`src/sv/polyphonic_dds_synth_with_envelope_unit_assert.svh`:
```
// Assertion macros for the polyphonic DDS synth.
`ifndef POLYPHONIC_DDS_SYNTH_WITH_ENVELOPE_UNIT_ASSERT_SVH
`define POLYPHONIC_DDS_SYNTH_WITH_ENVELOPE_UNIT_ASSERT_SVH
`ifndef SYNTHESIS
`define PDDS_ASSERT(lbl, clk, rst, prop) \
   lbl: assert property (@(posedge clk) disable iff (rst) prop) \
      else $error("pdds assertion failed");
`define PDDS_ASSERT_NEVER(lbl, clk, rst, cond) \
   lbl: assert property (@(posedge clk) disable iff (rst) !(cond)) \
      else $error("pdds forbidden condition");
`else
`define PDDS_ASSERT(lbl, clk, rst, prop)
`define PDDS_ASSERT_NEVER(lbl, clk, rst, cond)
`endif
`endif

```
`src/sv/pdds_pkg.sv`:
```
// Shared types, constants and table functions of the DDS synth.
`timescale 1ns / 1ps
package pdds_pkg;

   localparam logic [1:0] FUNC_TICK    = 2'd0;
   localparam logic [1:0] FUNC_PRESS   = 2'd1;
   localparam logic [1:0] FUNC_RELEASE = 2'd2;
   localparam logic [1:0] FUNC_CLEAR   = 2'd3;

   localparam logic [2:0] REG_ATTACK  = 3'd0;
   localparam logic [2:0] REG_DECAY   = 3'd1;
   localparam logic [2:0] REG_SUSTAIN = 3'd2;
   localparam logic [2:0] REG_VOLUME  = 3'd3;
   localparam logic [2:0] REG_WAVE    = 3'd4;
   localparam logic [2:0] REG_TPM     = 3'd5;

   localparam logic [1:0] WAVE_SAW    = 2'd0;
   localparam logic [1:0] WAVE_SINE   = 2'd1;
   localparam logic [1:0] WAVE_TRI    = 2'd2;
   localparam logic [1:0] WAVE_SQUARE = 2'd3;

   localparam int CSR_IDX_W = 3;
   localparam int CSR_DATA_W = 9;
   localparam int DIV_NUM_W = 28;
   localparam int DIV_DEN_W = 13;

   typedef struct packed {
      logic [1:0] func;
      logic [3:0] note;
      logic [3:0] octave;
   } req_type;

   typedef struct packed {
      logic [7:0] audio_sample;
      logic [3:0] voice_count;
   } rsp_type;

   localparam logic [31:0] NOTE_STEP [12] = '{
      32'd51076056, 32'd54113197, 32'd57330935, 32'd60740009,
      32'd64351798, 32'd68178356, 32'd72232452, 32'd76527617,
      32'd81078186, 32'd85899345, 32'd91007186, 32'd96418755};

   localparam logic [6:0] QSINE [65] = '{
      7'd0, 7'd3, 7'd6, 7'd9, 7'd12, 7'd15, 7'd18, 7'd21,
      7'd24, 7'd27, 7'd30, 7'd33, 7'd36, 7'd39, 7'd42, 7'd45,
      7'd48, 7'd51, 7'd54, 7'd57, 7'd59, 7'd62, 7'd65, 7'd67,
      7'd70, 7'd73, 7'd75, 7'd78, 7'd80, 7'd82, 7'd85, 7'd87,
      7'd89, 7'd91, 7'd94, 7'd96, 7'd98, 7'd100, 7'd102, 7'd103,
      7'd105, 7'd107, 7'd108, 7'd110, 7'd112, 7'd113, 7'd114, 7'd116,
      7'd117, 7'd118, 7'd119, 7'd120, 7'd121, 7'd122, 7'd123, 7'd123,
      7'd124, 7'd125, 7'd125, 7'd126, 7'd126, 7'd126, 7'd126, 7'd126,
      7'd127};

   // phase step of a note, zero for notes above B
   function automatic logic [31:0] step_for(logic [3:0] note, logic [3:0] octave);
      logic [31:0] s;
      s = '0;
      if (note < 4'd12) begin
         s = NOTE_STEP[note];
         if (octave >= 4'd4) s = s << (octave - 4'd4);
         else s = s >> (4'd4 - octave);
      end
      return s;
   endfunction

   function automatic logic signed [7:0] wave_value(logic [7:0] idx, logic [1:0] sel);
      logic [6:0] j;
      logic [6:0] v;
      logic [6:0] t;
      logic signed [7:0] r;
      j = idx[6:0];
      v = (j <= 7'd64) ? QSINE[j] : QSINE[7'(8'd128 - {1'b0, j})];
      t = idx[7] ? ~idx[6:0] : idx[6:0];
      unique case (sel)
         WAVE_SAW:  r = {~idx[7], idx[6:0]};
         WAVE_SINE: r = idx[7] ? -$signed({1'b0, v}) : $signed({1'b0, v});
         WAVE_TRI:  r = {~t[6], t[5:0], 1'b0};
         default:   r = idx[7] ? 8'sd127 : -8'sd128;
      endcase
      return r;
   endfunction

endpackage

```
`src/sv/polyphonic_dds_synth_with_envelope_unit.sv`:
```
// Polyphonic DDS synth top level: event sequencer, envelope and output stage.
`timescale 1ns / 1ps
// Takes one event item at a time. Press, clear and tick-free events: a press
// or clear completes in the accept cycle; a release walks the voice step
// memory. A sample tick walks every slot through the step/phase memories
// (one slot per cycle), then runs the envelope divide and the mean divide on
// one shared 28-bit serial divider (the mean divide skipped with no active
// voice) and scales. Each tick returns one result item held in an output
// register, so the next event is taken while a result waits. Slot busy bits
// and phase valid bits are flip-flops cleared by reset, so no clearing pass
// is needed.
module polyphonic_dds_synth_with_envelope_unit #(
   parameter int VOICES = 10
) (
   input  logic                               clock,
   input  logic                               reset,
   input  logic                               req_valid,
   output logic                               req_ready,
   input  pdds_pkg::req_type                  req_data,
   output logic                               rsp_valid,
   input  logic                               rsp_ready,
   output pdds_pkg::rsp_type                  rsp_data,
   input  logic                               csr_we,
   input  logic [pdds_pkg::CSR_IDX_W-1:0]     csr_index,
   input  logic [pdds_pkg::CSR_DATA_W-1:0]    csr_wdata
);
   import pdds_pkg::*;
`include "polyphonic_dds_synth_with_envelope_unit_assert.svh"

   localparam int SLOT_W = (VOICES > 1) ? $clog2(VOICES) : 1;
   localparam int CNT_W = $clog2(VOICES + 1);
   localparam int SUM_W = $clog2(VOICES) + 9;

   typedef enum logic [7:0] {
      ST_IDLE      = 8'b0000_0001,
      ST_WALK      = 8'b0000_0010,
      ST_ENV       = 8'b0000_0100,
      ST_ENV_WAIT  = 8'b0000_1000,
      ST_MEAN      = 8'b0001_0000,
      ST_MEAN_WAIT = 8'b0010_0000,
      ST_SCALE     = 8'b0100_0000,
      ST_DONE      = 8'b1000_0000
   } state_type;

   // configuration
   logic [8:0] attack_ff, decay_ff;
   logic [3:0] sustain_ff, volume_ff;
   logic [1:0] wave_ff;
   logic [7:0] tpm_ff;

   state_type state_ff;
   logic [VOICES-1:0] busy_ff, phase_ok_ff;
   logic              is_release_ff;
   logic [31:0]       target_ff;
   logic              found_ff;
   logic [CNT_W-1:0]  rd_idx_ff;
   logic              proc_vld_ff;
   logic [SLOT_W-1:0] proc_idx_ff;
   logic signed [SUM_W-1:0] sum_ff;
   logic [CNT_W-1:0]  count_ff;
   logic [15:0]       elapsed_ff;
   logic [7:0]        tick_ff;
   logic              decay_sel_ff;
   logic [15:0]       level_ff;
   logic signed [8:0] mean_ff;
   logic signed [25:0] prod_ff;
   logic              rsp_valid_ff;
   rsp_type           rsp_data_ff;

   logic accept;
   assign req_ready = (state_ff == ST_IDLE);
   assign accept = req_valid && req_ready;

   // press: step and first free slot
   logic [31:0]       req_step;
   logic              free_hit;
   logic [SLOT_W-1:0] free_slot;
   assign req_step = step_for(req_data.note, req_data.octave);
   always_comb begin
      free_hit = 1'b0;
      free_slot = '0;
      for (int i = VOICES - 1; i >= 0; i--) begin
         if (!busy_ff[i]) begin
            free_hit = 1'b1;
            free_slot = SLOT_W'(i);
         end
      end
   end

   // voice memories
   logic [31:0] rd_step, rd_phase, new_phase;
   logic        step_we, phase_we;
   assign step_we = accept && (req_data.func == FUNC_PRESS) && (req_step != '0) && free_hit;
   assign new_phase = (phase_ok_ff[proc_idx_ff] ? rd_phase : 32'd0) + rd_step;
   assign phase_we = proc_vld_ff && !is_release_ff && busy_ff[proc_idx_ff];

   pdds_voice_mem #(.VOICES(VOICES), .SLOT_W(SLOT_W)) u_mem (
      .clock(clock),
      .rd_addr(rd_idx_ff[SLOT_W-1:0]),
      .rd_step(rd_step),
      .rd_phase(rd_phase),
      .step_we(step_we),
      .step_waddr(free_slot),
      .step_wdata(req_step),
      .phase_we(phase_we),
      .phase_waddr(proc_idx_ff),
      .phase_wdata(new_phase)
   );

   // envelope operands
   logic [3:0]  sus_cl;
   logic [15:0] e_minus_a;
   logic        in_attack, in_decay;
   logic [DIV_NUM_W-1:0] env_num, div_num;
   logic [DIV_DEN_W-1:0] env_den, div_den;
   logic [12:0] decay_prod;
   assign sus_cl = (sustain_ff > 4'd10) ? 4'd10 : sustain_ff;
   assign e_minus_a = elapsed_ff - {7'd0, attack_ff};
   assign in_attack = elapsed_ff < {7'd0, attack_ff};
   assign in_decay = !in_attack && (e_minus_a < {7'd0, decay_ff});
   assign decay_prod = (4'd10 - sus_cl) * e_minus_a[8:0];
   always_comb begin
      priority if (in_attack) begin
         env_num = DIV_NUM_W'({elapsed_ff[8:0], 15'd0});
         env_den = DIV_DEN_W'(attack_ff);
      end else if (in_decay) begin
         env_num = DIV_NUM_W'({decay_prod, 15'd0});
         env_den = DIV_DEN_W'(decay_ff) * DIV_DEN_W'(4'd10);
      end else begin
         env_num = DIV_NUM_W'({sus_cl, 15'd0});
         env_den = DIV_DEN_W'(10);
      end
   end

   // shared divider: envelope level, then the mean
   logic sum_neg;
   logic [SUM_W-1:0] sum_mag;
   logic div_start, div_busy, div_done;
   logic [DIV_NUM_W-1:0] div_quo;
   assign sum_neg = sum_ff[SUM_W-1];
   assign sum_mag = sum_neg ? SUM_W'(-sum_ff) : SUM_W'(sum_ff);
   assign div_start = (state_ff == ST_ENV) || ((state_ff == ST_MEAN) && (count_ff != '0));
   assign div_num = (state_ff == ST_ENV) ? env_num : DIV_NUM_W'(sum_mag);
   assign div_den = (state_ff == ST_ENV) ? env_den : DIV_DEN_W'(count_ff);

   pdds_div u_div (
      .clock(clock),
      .reset(reset),
      .start(div_start),
      .num(div_num),
      .den(div_den),
      .busy(div_busy),
      .done(div_done),
      .quo(div_quo)
   );

   // output stage: truncate toward zero, volume shift, offset
   logic [25:0] prod_mag;
   logic [7:0]  scaled_mag;
   logic [9:0]  scaled, biased;
   logic [3:0]  vol_sh;
   logic [7:0]  sample;
   assign prod_mag = prod_ff[25] ? 26'(-prod_ff) : 26'(prod_ff);
   assign scaled_mag = prod_mag[22:15];
   assign scaled = prod_ff[25] ? 10'(-{2'b00, scaled_mag}) : {2'b00, scaled_mag};
   assign biased = scaled + 10'd256;
   assign vol_sh = (volume_ff > 4'd8) ? 4'd0 : 4'd8 - volume_ff;
   assign sample = 8'((biased >> vol_sh) - (10'd256 >> vol_sh) + 10'd128);

   logic out_free;
   assign out_free = !rsp_valid_ff || rsp_ready;

   logic [8:0] tick_next;
   assign tick_next = {1'b0, tick_ff} + 9'd1;

   // configuration registers
   always_ff @(posedge clock) begin
      if (reset) begin
         attack_ff <= 9'd50;
         decay_ff <= 9'd100;
         sustain_ff <= 4'd7;
         volume_ff <= 4'd8;
         wave_ff <= WAVE_SINE;
         tpm_ff <= 8'd22;
      end else if (csr_we) begin
         unique case (csr_index)
            REG_ATTACK:  attack_ff <= csr_wdata;
            REG_DECAY:   decay_ff <= csr_wdata;
            REG_SUSTAIN: sustain_ff <= csr_wdata[3:0];
            REG_VOLUME:  volume_ff <= csr_wdata[3:0];
            REG_WAVE:    wave_ff <= csr_wdata[1:0];
            REG_TPM:     tpm_ff <= csr_wdata[7:0];
            default: ;
         endcase
      end
   end

   // sequencer
   always_ff @(posedge clock) begin
      if (reset) begin
         state_ff <= ST_IDLE;
         busy_ff <= '0;
         phase_ok_ff <= '0;
         proc_vld_ff <= 1'b0;
         rsp_valid_ff <= 1'b0;
         elapsed_ff <= '0;
         tick_ff <= '0;
      end else begin
         // ST_DONE reloads the output register itself
         if (rsp_valid_ff && rsp_ready && (state_ff != ST_DONE)) rsp_valid_ff <= 1'b0;
         unique case (state_ff)
            ST_IDLE: begin
               if (accept) begin
                  unique case (req_data.func)
                     FUNC_PRESS: begin
                        if (step_we) busy_ff[free_slot] <= 1'b1;
                        elapsed_ff <= '0;
                        tick_ff <= '0;
                     end
                     FUNC_CLEAR: busy_ff <= '0;
                     FUNC_RELEASE: begin
                        is_release_ff <= 1'b1;
                        target_ff <= req_step;
                        found_ff <= (req_step == '0);
                        rd_idx_ff <= '0;
                        state_ff <= ST_WALK;
                     end
                     default: begin
                        is_release_ff <= 1'b0;
                        sum_ff <= '0;
                        count_ff <= '0;
                        rd_idx_ff <= '0;
                        state_ff <= ST_WALK;
                     end
                  endcase
               end
            end
            ST_WALK: begin
               proc_vld_ff <= (rd_idx_ff != CNT_W'(VOICES));
               proc_idx_ff <= rd_idx_ff[SLOT_W-1:0];
               if (rd_idx_ff != CNT_W'(VOICES)) rd_idx_ff <= rd_idx_ff + 1'b1;
               if (proc_vld_ff && busy_ff[proc_idx_ff]) begin
                  if (is_release_ff) begin
                     if (!found_ff && rd_step == target_ff) begin
                        busy_ff[proc_idx_ff] <= 1'b0;
                        found_ff <= 1'b1;
                     end
                  end else begin
                     phase_ok_ff[proc_idx_ff] <= 1'b1;
                     sum_ff <= sum_ff + SUM_W'(wave_value(new_phase[31:24], wave_ff));
                     count_ff <= count_ff + 1'b1;
                  end
               end
               if (rd_idx_ff == CNT_W'(VOICES) && !proc_vld_ff)
                  state_ff <= is_release_ff ? ST_IDLE : ST_ENV;
            end
            ST_ENV: begin
               decay_sel_ff <= in_decay;
               state_ff <= ST_ENV_WAIT;
            end
            ST_ENV_WAIT: begin
               if (div_done) begin
                  level_ff <= decay_sel_ff ? 16'(17'd32768 - {1'b0, div_quo[15:0]})
                                           : div_quo[15:0];
                  state_ff <= ST_MEAN;
               end
            end
            ST_MEAN: begin
               mean_ff <= '0;
               state_ff <= (count_ff != '0) ? ST_MEAN_WAIT : ST_SCALE;
            end
            ST_MEAN_WAIT: begin
               if (div_done) begin
                  mean_ff <= sum_neg ? -$signed(div_quo[8:0]) : $signed(div_quo[8:0]);
                  state_ff <= ST_SCALE;
               end
            end
            ST_SCALE: begin
               prod_ff <= 26'(mean_ff) * 26'($signed({1'b0, level_ff}));
               state_ff <= ST_DONE;
            end
            ST_DONE: begin
               if (out_free) begin
                  rsp_valid_ff <= 1'b1;
                  rsp_data_ff.audio_sample <= sample;
                  rsp_data_ff.voice_count <= 4'(count_ff);
                  if (tick_next >= {1'b0, tpm_ff}) begin
                     tick_ff <= '0;
                     if (elapsed_ff != 16'hFFFF) elapsed_ff <= elapsed_ff + 1'b1;
                  end else begin
                     tick_ff <= tick_next[7:0];
                  end
                  state_ff <= ST_IDLE;
               end
            end
            default: state_ff <= ST_IDLE;
         endcase
      end
   end

   assign rsp_valid = rsp_valid_ff;
   assign rsp_data = rsp_data_ff;

   // a clear frees every slot
   `PDDS_ASSERT(a_clear_frees, clock, reset, (accept && req_data.func == FUNC_CLEAR) |=> (busy_ff == '0))
   // the shared divider is never restarted mid-divide
   `PDDS_ASSERT_NEVER(a_div_overlap, clock, reset, div_start && div_busy)
   // the mixed voice count never exceeds the slot count
   `PDDS_ASSERT_NEVER(a_count_range, clock, reset, count_ff > CNT_W'(VOICES))
endmodule

```
`src/sv/pdds_voice_mem.sv`:
```
// Voice step and phase memories, one read port and one write port each.
`timescale 1ns / 1ps
module pdds_voice_mem #(
   parameter int VOICES = 10,
   parameter int SLOT_W = 4
) (
   input  logic              clock,
   input  logic [SLOT_W-1:0] rd_addr,
   output logic [31:0]       rd_step,
   output logic [31:0]       rd_phase,
   input  logic              step_we,
   input  logic [SLOT_W-1:0] step_waddr,
   input  logic [31:0]       step_wdata,
   input  logic              phase_we,
   input  logic [SLOT_W-1:0] phase_waddr,
   input  logic [31:0]       phase_wdata
);
   logic [31:0] step_mem [VOICES];
   logic [31:0] phase_mem [VOICES];

   always_ff @(posedge clock) begin
      if (step_we) step_mem[step_waddr] <= step_wdata;
      if (phase_we) phase_mem[phase_waddr] <= phase_wdata;
      rd_step <= step_mem[rd_addr];
      rd_phase <= phase_mem[rd_addr];
   end
endmodule

```
`src/sv/pdds_div.sv`:
```
// Restoring unsigned divider, one quotient bit per cycle.
`timescale 1ns / 1ps
module pdds_div (
   input  logic                            clock,
   input  logic                            reset,
   input  logic                            start,
   input  logic [pdds_pkg::DIV_NUM_W-1:0]  num,
   input  logic [pdds_pkg::DIV_DEN_W-1:0]  den,
   output logic                            busy,
   output logic                            done,
   output logic [pdds_pkg::DIV_NUM_W-1:0]  quo
);
   import pdds_pkg::*;
   localparam int CNT_W = $clog2(DIV_NUM_W + 1);

   logic [DIV_NUM_W-1:0] quo_ff;
   logic [DIV_DEN_W:0]   rem_ff;
   logic [DIV_DEN_W-1:0] den_ff;
   logic [CNT_W-1:0]     cnt_ff;
   logic                 busy_ff;
   logic                 done_ff;
   logic [DIV_DEN_W+1:0] trial;

   assign trial = {rem_ff, quo_ff[DIV_NUM_W-1]};

   always_ff @(posedge clock) begin
      if (reset) begin
         busy_ff <= 1'b0;
         done_ff <= 1'b0;
      end else begin
         done_ff <= 1'b0;
         if (start) begin
            busy_ff <= 1'b1;
            cnt_ff <= CNT_W'(DIV_NUM_W);
            quo_ff <= num;
            rem_ff <= '0;
            den_ff <= den;
         end else if (busy_ff) begin
            if (trial >= {1'b0, den_ff}) begin
               rem_ff <= (DIV_DEN_W+1)'(trial - {1'b0, den_ff});
               quo_ff <= {quo_ff[DIV_NUM_W-2:0], 1'b1};
            end else begin
               rem_ff <= trial[DIV_DEN_W:0];
               quo_ff <= {quo_ff[DIV_NUM_W-2:0], 1'b0};
            end
            cnt_ff <= cnt_ff - 1'b1;
            if (cnt_ff == CNT_W'(1)) begin
               busy_ff <= 1'b0;
               done_ff <= 1'b1;
            end
         end
      end
   end

   assign busy = busy_ff;
   assign done = done_ff;
   assign quo = quo_ff;
endmodule
```
`config.mk`:
```
export PLATFORM = sky130hd
export DESIGN_NAME = polyphonic_dds_synth_with_envelope_unit
export DESIGN_NICKNAME = d
export VERILOG_FILES = /design/src/sv/pdds_pkg.sv /design/src/sv/polyphonic_dds_synth_with_envelope_unit.sv /design/src/sv/pdds_voice_mem.sv /design/src/sv/pdds_div.sv
export VERILOG_INCLUDE_DIRS = /design/src /design/src/sv
export SDC_FILE = /design/constraint.sdc
export NUM_CORES = 2
export LEC_CHECK = 0
export BUFFER_PORTS_ARGS = -buffer_cell sky130_fd_sc_hd__clkbuf_2
export CAP_MARGIN = 20
export CORE_ASPECT_RATIO = 0.5
export CORE_MARGIN = 2
export CORE_UTILIZATION = 55
export CTS_CLUSTER_DIAMETER = 80
export DETAILED_ROUTE_END_ITERATION = 16
export GPL_ROUTABILITY_DRIVEN = 0
export PLACE_DENSITY = 0.71
export SLEW_MARGIN = 30
export SYNTH_ARGS = -nofsm -noshare
export SYNTH_HDL_FRONTEND = slang
export SYNTH_SLANG_ARGS = --single-unit
```
`constraint.sdc`:
```
create_clock -name clock -period 10 [get_ports clock]
set_input_delay 0 -clock clock [delete_from_list [all_inputs] [get_ports clock]]
set_output_delay 0 -clock clock [all_outputs]
set_load 0.005 [all_outputs]
```
# Word-level counts from Yosys, hierarchy flattened
# Memories as Yosys holds them, arrays and structs flattened. A register that Yosys moved wholly into a read port is not among the register bits.
# Index checks and enable logic that the tools add are counted.
# W data, S select, Z words.
# op_classes
n_lt_le_gt_ge,16
shift,4
n_mux,126
add_sub_neg,23
n_bitwise,16
n_mul,3
n_reduce_logical,59
n_eq_ne,42
# op_table
cell,n
$mux W32,5
$mux W28,5
$mux W8,16
$mux W16,6
$mux W4,20
$mux W13,5
$pmux W8 S8,1
$mux W10,6
$mux W7,7
$pmux W10 S2,2
$mux W9,4
$add A32 B32 Y32,1
$eq A32 B32 Y1,1
$logic_not A32 Y1,1
$lt A16 B9 Y1,2
$pmux W16 S2,1
$reduce_bool A32 Y1,1
$shl A32 B4 Y32,1
$shr A32 B4 Y32,1
$mux W1,31
$mux W14,2
$mul A9 B17 Y26,1
$pmux W13 S2,1
$pmux W8 S3,1
other kinds (88),167
# word_totals
rom_bits,2304
mem_bits_rw,640
output_inout_bits,14
elab_cells,328
in_bits,27
n_memories,5
register_bits,275
# mem_list
memory,depth,width,read_ports,rd_clocked_by_memory_dff,wr,line_no,rtl
(no name shown),128,7,1,0,0,pdds_pkg.sv:72,"v = (j <= 7'd64) ? QSINE[j] : QSINE[7'(8'd128 - {1'b0, j})];"
(no name shown),128,7,1,0,0,pdds_pkg.sv:72,
(no name shown),16,32,1,0,0,pdds_pkg.sv:59,s = NOTE_STEP[note];
u_mem.phase_mem,10,32,1,1,1,pdds_voice_mem.sv:19,logic [31:0] phase_mem [VOICES];
u_mem.step_mem,10,32,1,1,1,pdds_voice_mem.sv:18,logic [31:0] step_mem [VOICES];

# Depth between registers and ports, before layout
# logic_depth
ltp_word,21
depth_mapped,45
ltp_nobuf,41

# By module
# A second synthesis with hierarchy kept.
# hier_totals
cells_unflattened,4825
area_unflattened_um2,55129.1
# by_module_without_submodules
module,instances,area_per_inst_um2,seq_area_each_um2,cells_each
pdds_voice_mem,1,26645.6,20499.7,1392
polyphonic_dds_synth_with_envelope_unit,1,25144.1,5435.2,3166
pdds_div,1,3339.5,1841.8,267

# Worst setup path before layout
# No wires, ideal clock.
# synth_timing
path_type,register to register
start,register proc_idx_ff[1]
end,register sum_ff[12] (data pin)
synth_period_minus_slack_ns,8.282
setup_time_ns,0.266
arrival_ns,8.016
path_buffers,5
path_slack_ns,1.718
required_ns,9.734
path_stages_with_launch,45
cell_sequence,edfxtp_1 -> nor2_1 -> nand2_1 -> or2_2 -> o221ai_1 -> clkbuf_1 -> nand2_1 -> fa_1 -> nand2b_1 -> a211oi_2 -> o31ai_2 -> nor3_1 -> o211a_1 -> o211ai_4 -> buf_2 -> buf_2 -> ha_1 -> clkbuf_1 -> [... 9 more ...] -> nand2_1 -> nand2_1 -> o211ai_1 -> a21o_1 -> fa_1 -> a21oi_1 -> o21bai_1 -> a21oi_1 -> nor2_1 -> nor2_1 -> o21bai_1 -> a21oi_1 -> o21bai_1 -> a21oi_1 -> o21ai_0 -> xor2_1 -> xnor2_1 -> nor2_1
# synth_between
elab_chain_cells,21
word_cells_on_any_way,31
classes_between,add/sub (4); order compare (1); mux (19); bitwise (5); memory (2)
# synth_lines
item,line_no,rtl
start: declaration,polyphonic_dds_synth_with_envelope_unit.sv:58,logic [SLOT_W-1:0] proc_idx_ff;
start signal: assignment,polyphonic_dds_synth_with_envelope_unit.sv:240,proc_idx_ff <= rd_idx_ff[SLOT_W-1:0];
$bmux W1 S4 *,polyphonic_dds_synth_with_envelope_unit.sv:94,assign new_phase = (phase_ok_ff[proc_idx_ff] ? rd_phase : 32'd0) + rd_step;
$mux W1 (not written as such) *,polyphonic_dds_synth_with_envelope_unit.sv:94,
$mux W32 *,polyphonic_dds_synth_with_envelope_unit.sv:94,
$add A32 B32 Y32 *,polyphonic_dds_synth_with_envelope_unit.sv:94,
$sub A1 B7 Y7,pdds_pkg.sv:72,
$not A7 Y8 (not written as such),pdds_pkg.sv:72,
$mem_v2 Z128 W7,--,
$mux W7 (not written as such) (2 in a row),pdds_pkg.sv:72,
[... 4 more ...],--,
$mux W8 *,polyphonic_dds_synth_with_envelope_unit.sv:243,if (is_release_ff) begin
$mux W8 *,polyphonic_dds_synth_with_envelope_unit.sv:242,if (proc_vld_ff && busy_ff[proc_idx_ff]) begin
$mux W8 *,polyphonic_dds_synth_with_envelope_unit.sv:211,unique case (state_ff)
$mux W8 *,polyphonic_dds_synth_with_envelope_unit.sv:200,if (reset) begin
$add A13 B8 Y13 *,polyphonic_dds_synth_with_envelope_unit.sv:250,"sum_ff <= sum_ff + SUM_W'(wave_value(new_phase[31:24], wave_ff));"
$mux W13 *,polyphonic_dds_synth_with_envelope_unit.sv:243,
$mux W13 *,polyphonic_dds_synth_with_envelope_unit.sv:242,
$pmux W13 S2 *,polyphonic_dds_synth_with_envelope_unit.sv:211,
end signal: assignment,polyphonic_dds_synth_with_envelope_unit.sv:250,
end: declaration,polyphonic_dds_synth_with_envelope_unit.sv:59,logic signed [SUM_W-1:0] sum_ff;
# Mark *: on every way between the ends. The rest lies on a longest branch, timed or not. The select of a mux whose other input is x is not followed.
# A chain may end at the register's enable or synchronous reset.

# Worst setup path in the final report
# layout_timing
start,register proc_idx_ff[2]
end,register sum_ff[12] (data pin)
# The elaborated chain is that of the path after synthesis.

==> flow_metrics.py <==
metrics = {
    "setup_path": {
        "cp_common_cell": "nand2_1",
        "crit_required_ps": 10430,
        "r2r_slack_ps": 590,
        "cpPeakStageDelay_ps": 570,
        "cp-start-kind": "flip-flop",
        "cp_slowest_cell": "edfxtp_1",
        "crit_path_end_kind": "flip-flop",
        "path_class": "reg -> reg",
        "critPathMaxFanout": 19,
        "timing.rr.start": "proc_idx_ff[2]",
        "r2r_cells": 41,
        "worst_r2r_endpoint": "sum_ff[12]",
        "worstPathArrival_ps": 9840,
    },
    "worst_hold_path": {
        "holdPathStages": 3,
        "hp-class": "in -> reg",
        "hold-path-endpoint": "attack_ff[5]",
        "hp-start": "csr_wdata[5]",
    },
    "logic_synthesis": {
        "ys_ff_latch": 977,
        "synth_compound_area_share_pct": 11.38,
        "syn_inst": 4568,
        "synthMuxAreaShare_pct": 8.320,
        "synth_adder_area_share_pct": 10.00,
        "syn_area_per_cell_um2": 11.75,
        "synth_xor_xnor_area_share_pct": 3.375,
        "ys_dominant_reg_cell": "edfxtp_1",
        "synth_edf_count": 821,
        "yosys_warnings": 0,
        "syn_nets": 4948,
        "synth_cell_type_count": 100,
        "seq_area_frac_synth_pct": 51.74,
        "synth_top_family_by_area": "simple AND/OR/NAND/NOR gates",
        "async_reset_ff_share_pct": 0,
        "synthSimpleGateAreaFrac_pct": 11.47,
        "synth_area_um2": 53690,
    },
    "detailed_routing": {
        "drc": 0,
        "wire_per_inst_um": 21.14,
        "via_per_inst": 6.134,
        "drt_iter0_drc": 3615,
        "drt_wl_total_mm": 124.6,
        "firstDrtPassIters": 6,
        "vias": 36164,
        "postRouteAntennaNets": 0,
    },
    "finish": {
        "drive_gt1_share_pct": 10.77,
        "fill_cells": 7316,
        "fin_nets": 4928,
        "final_common_cell": "edfxtp_1",
        "final_cell_mix": "821 x edfxtp_1, 383 x nand2_1, 354 x nor2_1",
        "syn_to_final_growth_pct": 9.371,
    },
    "power": {
        "p_per_area_nw_per_um2": 165.0,
        "ir_drop_mv": 0.1358,
        "power_mw": 9.690,
        "p_leak_nw": 21.69,
    },
    "floorplanning": {
        "io_pins": 41,
        "core_area_um2": 95990,
        "start_util_pct": 55.93,
        "die_h_um": 224.9,
        "rows": 80,
        "die_area_um2": 100300,
        "die_w_um": 445.8,
    },
    "sta": {
        "drv_slew": 0,
        "finalClockSkew_ps": 48.72,
        "relSlewSlack_pct": 32.69,
        "fmax_mhz": 106.2,
        "period_share_pct": 94.13,
        "worst_slack_ps": 586.9,
        "min_period_ps": 9413,
        "hold_viol": 0,
        "setup_violations": 0,
        "worst_pin_slew_ps": 1006,
    },
    "clock_tree": {
        "htree_num_levels": 3,
        "numClockSinks": 977,
        "root_buffer": "clkbuf_16",
        "worstSkewPairLatency_ps": 710,
        "cts_tree": "built",
        "cts.clk_slew.worst_paths_ps": 70,
        "cts_buffers": 89,
        "cts_max_path_buffers": 3,
    },
    "placement": {
        "place_ws_ps": 436.3,
        "hpwl_mm": 79.72,
        "portBuffers": 40,
    },
    "global_routing": {
        "antenna_found_initial": 1,
        "overflow": 0,
        "grt_max_degree": 133,
        "grt_pass1_vias": 35571,
        "track_usage_pct": 24.99,
        "grt_pass1_wl_mm": 196.9,
    },
    "run_status": {
        "status": "completed",
    },
    "flow_run": {
        "drv_cap": 0,
    },
}
[how the worst max path moves through the flow]
stage              startpoint         end  slack, ps
3_3_place_gp   proc_idx_ff[2]  sum_ff[12]        790
2_1_floorplan  proc_idx_ff[1]  sum_ff[12]       1720
5_1_grt        proc_idx_ff[2]  sum_ff[12]        -40
6_report       proc_idx_ff[2]  sum_ff[12]        590
4_1_cts        proc_idx_ff[2]  sum_ff[12]        370
3_5_place_dp   proc_idx_ff[2]  sum_ff[12]        440
[per-stage QoR]
stage          cell area, um^2  setup TNS, ps  std cells  hold slack [ps]  utilization (%)
4_1_cts                  58580              0       5889            2.297            61.02
3_3_place_gp             55190              0       5695            243.2            57.49
2_1_floorplan            53690              0       4568            117.8                -
6_report                 58720              0       5896            148.2            61.17
5_1_grt                  58720         -55.27       5895            120.8            61.17
3_5_place_dp             55230              0       5695            244.1            57.54
[routing by layer]
layer  wire, um  GRT usage (%)  up-vias
met5         11              0        -
met4       2980          6.605        2
met1      54270          35.23    17890
met3       8898          4.148      241
li1           -              -    16658
met2      58480          40.51     1373
[registers in the layout, summed over array words and instances (netlist names), 10 cells and up]
signal,cells
u_mem.step_mem,320
u_mem.phase_mem,320
level_ff,16
prod_ff,24
sum_ff,13
u_mem.rd_phase,32
u_mem.rd_step,32
u_div.den_ff,13
u_div.quo,28
phase_ok_ff,10
rsp_data,12
elapsed_ff,16
busy_ff,10
u_div.rem_ff,14
target_ff,32
[cell families after synthesis]
kind of cell             count (synthesis)
AND/OR/NAND/NOR                       1292
buffers and inverters                  510
adder cells (fa/ha/maj)                353
AO/OA/AOI/OAI                          950
multiplexers                           280
XOR/XNOR                               206
flip-flops                             977
[synth_stat cells (all sizes together), types with 12 or more instances]
library cell    n  area share (%)
edfxtp        821              46
nand2         384             2.7
nor2          377             2.7
a21oi         299             2.8
inv           255             1.8
ha            226             5.3
o21ai         188             1.8
clkbuf        182             1.3
dfxtp         156             5.8
mux2i         138             2.6
mux4          132             5.5
fa            127             4.7
a211oi        114             1.6
xnor2         105             1.7
nor2b         102             1.2
and2          101             1.2
xor2          101             1.7
nand3          73            0.70
buf            70            0.64
nor3           59            0.55
nand2b         48            0.56
a21o           47            0.66
o211ai         38            0.59
a31oi          37            0.44
o21bai         32            0.45
o22ai          30            0.35
and3           27            0.32
or3            25            0.29
a22oi          23            0.32
nor4           21            0.30
nand4          20            0.23
a211o          19            0.31
nand3b         18            0.25
or2            15            0.17
o21a           13            0.18
o31ai          12            0.18
[critical path, delay by kind of cell, from the launching register on]
| kind | cells | cell delay (ps) |
|---|---|---|
| and+or+nand+nor | 13 | 2100 |
| xor gates and xnor gates | 2 | 320 |
| AOI/OAI and AO/OA | 19 | 3910 |
| adders and majority gates | 4 | 1610 |
| DFF | 1 | 570 |
| buffers and inverters | 3 | 640 |
[layout make-up]
class,instances,area (um^2),area share [%]
tap,1271,1590,2.708
multi-input combinational,3081,24210,41.24
timing repair buffer,141,1089,1.854
inverter,258,972.2,1.656
clock inverter,47,568.0,0.9674
antenna,1,2.502,0.004262
clock buffer,120,2506,4.268
sequential,977,27780,47.31
[timing repair]
item	in CTS	in global routing
setup endpoints to repair	0	4
setup buffers	0	4
hold buffers	27	1
gates resized for setup	0	7
endpoints found under the hold margin	59	41
[where the power goes]
| part | switching (mW) | total, mW | internal, mW |
|---|---|---|---|
| Clock | 1.57 | 3.57 | 2.00 |
| Sequential | 0.0636 | 4.61 | 4.54 |
| Combinational | 0.958 | 1.51 | 0.554 |
| Total | 2.60 | 9.69 | 7.09 |
(Power assumes the default switching activity.)
